[src/sv/lfu_pkg.sv]
package lfu_pkg;

  // sizes
  localparam int FRAMES  = 32;
  localparam int PAGE_W  = 7;
  localparam int PAGES   = 1 << PAGE_W;
  localparam int FRAME_W = (FRAMES > 1) ? $clog2(FRAMES) : 1;
  localparam int FILL_W  = $clog2(FRAMES + 1);
  localparam int CNT_W   = 16;
  localparam int LIM_W   = 6;
  localparam int ADDR_W  = 3;
  localparam int DATA_W  = 32;

  localparam logic [CNT_W-1:0] CNT_MAX = {CNT_W{1'b1}};

  // register map, word index taken from paddr[2]
  localparam logic REG_FRAMES_IN_USE = 1'b0;

  localparam logic [LIM_W-1:0] LIM_RESET = LIM_W'(32);

  typedef enum logic [1:0] {
    ST_IDLE,
    ST_LOOKUP,
    ST_SEARCH,
    ST_REPLACE
  } state_t;

  // running candidate handed along the cell chain
  typedef struct packed {
    logic               vld;
    logic [FRAME_W-1:0] idx;
    logic [CNT_W-1:0]   cnt;
    logic [CNT_W-1:0]   stamp;
    logic [PAGE_W-1:0]  page;
  } best_t;

  // frame update from the controller
  typedef struct packed {
    logic               en;
    logic [FRAME_W-1:0] idx;
    logic [PAGE_W-1:0]  page;
    logic [CNT_W-1:0]   cnt;
    logic [CNT_W-1:0]   stamp;
  } frame_wr_t;

  function automatic logic [CNT_W-1:0] sat_inc(input logic [CNT_W-1:0] v);
    sat_inc = (v == CNT_MAX) ? CNT_MAX : v + CNT_W'(1);
  endfunction

endpackage

[src/sv/lfu_cell.sv]
module lfu_cell (
  input  logic                       clk,
  input  logic                       rst_n,
  input  logic [lfu_pkg::FRAME_W-1:0] idx,
  input  logic                       filled,
  input  logic                       wr_en,
  input  lfu_pkg::frame_wr_t         wr,
  input  logic [lfu_pkg::PAGE_W-1:0] look_page,
  input  lfu_pkg::best_t             best_in,
  output logic                       hit,
  output lfu_pkg::best_t             best_out
);

  logic [lfu_pkg::PAGE_W-1:0] page_r;
  logic [lfu_pkg::CNT_W-1:0]  cnt_r;
  logic [lfu_pkg::CNT_W-1:0]  stamp_r;
  lfu_pkg::best_t             best_r;
  lfu_pkg::best_t             best_nxt;
  logic                       take_own;

  // resident page with its cached count and stamp
  always_ff @(posedge clk) begin
    if (wr_en) begin
      page_r  <= wr.page;
      cnt_r   <= wr.cnt;
      stamp_r <= wr.stamp;
    end
  end

  assign hit = filled && (page_r == look_page);

  // lower count wins, then older stamp; on a full tie keep the incoming candidate so the lower frame wins
  always_comb begin
    take_own = filled && (!best_in.vld || (cnt_r < best_in.cnt) ||
               ((cnt_r == best_in.cnt) && (stamp_r < best_in.stamp)));
    if (take_own) begin
      best_nxt.vld   = 1'b1;
      best_nxt.idx   = idx;
      best_nxt.cnt   = cnt_r;
      best_nxt.stamp = stamp_r;
      best_nxt.page  = page_r;
    end else begin
      best_nxt = best_in;
    end
  end

  // candidate handed to the next cell, only the valid flag is reset
  always_ff @(posedge clk) begin
    if (!rst_n) begin
      best_r.vld <= 1'b0;
    end else begin
      best_r.vld <= best_nxt.vld;
    end
    best_r.idx   <= best_nxt.idx;
    best_r.cnt   <= best_nxt.cnt;
    best_r.stamp <= best_nxt.stamp;
    best_r.page  <= best_nxt.page;
  end

  assign best_out = best_r;

endmodule

[src/sv/lfu_chain.sv]
module lfu_chain (
  input  logic                        clk,
  input  logic                        rst_n,
  input  logic [lfu_pkg::FILL_W-1:0]  filled_cnt,
  input  lfu_pkg::frame_wr_t          wr,
  input  logic [lfu_pkg::PAGE_W-1:0]  look_page,
  output logic                        hit,
  output logic [lfu_pkg::FRAME_W-1:0] hit_idx,
  output lfu_pkg::best_t              best
);

  lfu_pkg::best_t                link [lfu_pkg::FRAMES+1];
  logic [lfu_pkg::FRAMES-1:0]    hit_vec;

  // empty candidate enters the head of the chain
  assign link[0] = '0;

  for (genvar i = 0; i < lfu_pkg::FRAMES; i++) begin : g_cell
    lfu_cell u_cell (
      .clk       (clk),
      .rst_n     (rst_n),
      .idx       (lfu_pkg::FRAME_W'(i)),
      .filled    (lfu_pkg::FILL_W'(i) < filled_cnt),
      .wr_en     (wr.en && (wr.idx == lfu_pkg::FRAME_W'(i))),
      .wr        (wr),
      .look_page (look_page),
      .best_in   (link[i]),
      .hit       (hit_vec[i]),
      .best_out  (link[i+1])
    );
  end

  // lowest matching frame
  always_comb begin
    hit_idx = '0;
    for (int i = lfu_pkg::FRAMES - 1; i >= 0; i--) begin
      if (hit_vec[i]) begin
        hit_idx = lfu_pkg::FRAME_W'(i);
      end
    end
  end

  assign hit  = |hit_vec;
  assign best = link[lfu_pkg::FRAMES];

endmodule

[config.mk]
export PLATFORM = sky130hd
export DESIGN_NAME = lfu_chain
export DESIGN_NICKNAME = d
export VERILOG_FILES = /design/src/sv/lfu_pkg.sv /design/src/sv/lfu_cell.sv /design/src/sv/lfu_chain.sv
export SDC_FILE = /design/constraint.sdc
export NUM_CORES = 2
export LEC_CHECK = 0
export BUFFER_PORTS_ARGS = -buffer_cell sky130_fd_sc_hd__clkbuf_2
export CORE_MARGIN = 2
export CORE_UTILIZATION = 68
export CTS_CLUSTER_DIAMETER = 200
export DETAILED_ROUTE_END_ITERATION = 10
export PLACE_DENSITY = 0.85
export SKIP_LAST_GASP = 1
export SLEW_MARGIN = 20
export SYNTH_ARGS = -nofsm -noshare
export SYNTH_HDL_FRONTEND = slang
export SYNTH_SLANG_ARGS = --single-unit
[constraint.sdc]
create_clock -name clk -period 7.5 [get_ports clk]
set_input_delay 1.125 -clock clk [delete_from_list [all_inputs] [get_ports clk]]
set_output_delay 1.125 -clock clk [all_outputs]
set_load 0.05 [all_outputs]
==> results.md <==
* Nets@finish at 9,415
* CTS root buf: clkbuf_16
* Core ar. at ~0.16 mm^2
* CP required at ~6400 ps
* Post-CTS setup buffers at 0
* Crit-path cells: clkbuf_2 -> or2_2 -> nor2_2 -> nand2_1 -> buf_4 -> and3_1 -> or2_2 -> or2_1 -> nor3_1 -> a21boi_0 -> buf_4 -> clkbuf_2
* Most used routing layer: met2
* Antenna Cells at 0
* Maximum vdd drop at about 0.00026 V
* Grt total ovfl at 0
* Critical path fanouts, max at between 40 and 50
* Clk sinks at ~2,700
* Setup Skew at 50.3 ps
* Synth top area share at 34.3%
* Via count at roughly 64,000
* Worst setup margin at 1130 ps
* HP Class: register to register
* Largest net degree at the start of global routing at 45
* Total CTS buffers at roughly 280
* Cts repair resizes at 0
* Initial antenna violation count at 20
* CP Launch Type: primary input
* Status: complete, no violations
* Final hold slack at between 300 and 400 ps
* CP max stage cell: a21boi_0
* Hold buffer count at cts at 0
* Fmax at roughly 0.16 GHz
* Critical path type: primary input to output pin
* Hold Vio Cnt, Final at 0
* TritonRoute pass-1 iters at 6
* Post-route setup TNS at 0 ps
* Final setup viols at 0
* Top FF cell, synth: dfxtp_1
* Synth Area per Inst at around 13 um^2
* WL/cell at approximately 24 um
* RSZ-0062 raised after global routing: false
* Top post-synthesis cells by area: edfxtp_1 34%, dfxtp_1 26%, mux2_2 12%
* CTS tree: yes
* Netlist cell types at 74
* Commonest non-fill, non-tap cell in the layout: dfxtp_1
* Yosys warns at 0
* M2 GR Usage at about 54%
* Seq/Total Area, Yosys at 60.2%
* Commonest non-fill, non-tap cells in the layout: 1,409 x dfxtp_1, 1,248 x edfxtp_1, 1,204 x mux2_2
* Mapped Area at 0.109 mm^2
* Core Util, Final at 76.1%
* H-tree depth at 5
* Global Route Usage Sum at 31.3%
* Site Rows at around 150
* Final std cells w/o fill at 10,678
* Placed cells at around 10,000
* WL final at 258,000 um
* Clk buf depth at 4
* Met1 Track Usage GR at a little under two fifths
* GPL Wtd Cong at between 0.9 and 1
* Post-synth top area cell: edfxtp_1
* Share of post-route cells with drive strength above 1 at ~22%
* Vias per Instance at about 6
* Final instance area at around 0.12 mm^2
* Worst EP arrival at 5240 ps
* Die area at approximately 0.16 mm^2
* FF+latch count, synth at ~2,700
* FILL cells at 9,009
* Cell count after synthesis at around 8,000
* Slowest stage delay, CP at around 840 ps
* PortBufs at between 100 and 150
* Final Critical Period at roughly 6400 ps
* Clk slew on worst S/H paths at about 60 ps
* Tcrit/Tclk final at 84.9%
* PwrDens at 270 mW/mm^2
* Chip Width at ~400 um
* Syn nets at ~9,000
* Dpl ws at between 1000 and 1500 ps
* Worst-margin pin slew at about 1300 ps
* IO Count at 111
* Synthesis-to-layout area growth at 11.6%
* DRC at 0
* DR iter-0 viols at roughly 5,300
* Share of flip-flops with an asynchronous set or reset at 0%
* Die Ht at a little over 400 um
* Starting Density at 68.2%
* Number of synthesized flops with an enable pin at 1,248
* Reg2reg setup slack at between 3000 and 4000 ps
* Placed Area at about 0.11 mm^2
* Max cap viols at 0
* DP HPWL at between 150,000 and 200,000 um
* First-pass GRT wire length at around 390,000 um
* Routed Antenna Nets at 0
* Max_slew headroom at about 15%
* Total chip power at about 33 mW
* Met3 Usage GRT at roughly 6%
* Worst-Skew Late Latency at 920 ps
* Slew Limit Fails at 0
* Vias in the first global route at ~68,000
* Leakage Power at roughly 50 nW
* Critical Path End Type: output pin
-- cell families after synthesis --
family / Yosys count / share of synthesized area [%]
xor+xnor: 224 / 1.80
buf+inv: 1177 / 4.24
fa+ha+maj: 961 / 11.0
flops: 2657 / 60.2
compound gates: 920 / 5.57
mux: 1209 / 12.5
simple gates: 940 / 4.72
-- Yosys cell counts (87+ instances only) --
master,n
nor2_1,121
edfxtp_1,1248
nand2b_1,114
nand2_1,126
a21oi_1,238
a21o_1,219
nor2b_1,91
xor2_1,128
mux2_2,1204
xnor2_1,96
buf_2,90
ha_1,961
inv_1,1001
nand4_1,131
o21a_1,87
o21ai_0,157
dfxtp_1,1409
-- worst paths after layout --
path                                             from                                  endpoint  cells after the start
max                                     filled_cnt[5]                                hit_idx[3]                     12
max reg2reg      g_cell[22].u_cell.cnt_r[9]$_DFFE_PP_    g_cell[22].u_cell.best_out[17]$_DFF_P_                     10
min          g_cell[8].u_cell.best_out[39]$_SDFF_PP0_  g_cell[9].u_cell.best_out[39]$_SDFF_PP1_                      1
min reg2reg  g_cell[8].u_cell.best_out[39]$_SDFF_PP0_  g_cell[9].u_cell.best_out[39]$_SDFF_PP1_                      1
-- final cells by class --
| cell class | instances | area [um^2] | share of cell area (%) |
|---|---|---|---|
| Timing Repair Buffer | 205 | 1600 | 1.31 |
| Clock inverter | 86 | 935 | 0.767 |
| Sequential cell | 2657 | 65700 | 53.9 |
| Clock buffer | 389 | 7900 | 6.48 |
| Multi-Input combinational cell | 4254 | 39300 | 32.3 |
| Inverter | 1001 | 3760 | 3.08 |
| Tap cell | 2086 | 2610 | 2.14 |
-- state kept, by name, indices dropped and copies added, names as in the netlist --
signal	flops
g_cell.u_cell.best_out	1409
g_cell.u_cell.cnt_r	512
g_cell.u_cell.stamp_r	512
g_cell.u_cell.page_r	224
-- report_power, final --
group	internal, mW	total, mW	switching [mW]
clock network	7.95	13.4	5.48
registers	16.0	16.4	0.437
logic	1.36	3.10	1.74
-- routing by layer --
layer  routed length, um  share of wire (%)
met4               12500                4.9
met5                 118              0.046
met1               97300                 38
met3               19100                7.4
met2              129000                 50
-- critical path, delay by kind of cell --
| kind | cells | cell delay [ps] |
|---|---|---|
| and+or+nand+nor | 7 | 2110 |
| buffers and inverters | 4 | 1150 |
| AOI/OAI and AO/OA | 1 | 840 |
(Power assumes the default switching activity.)
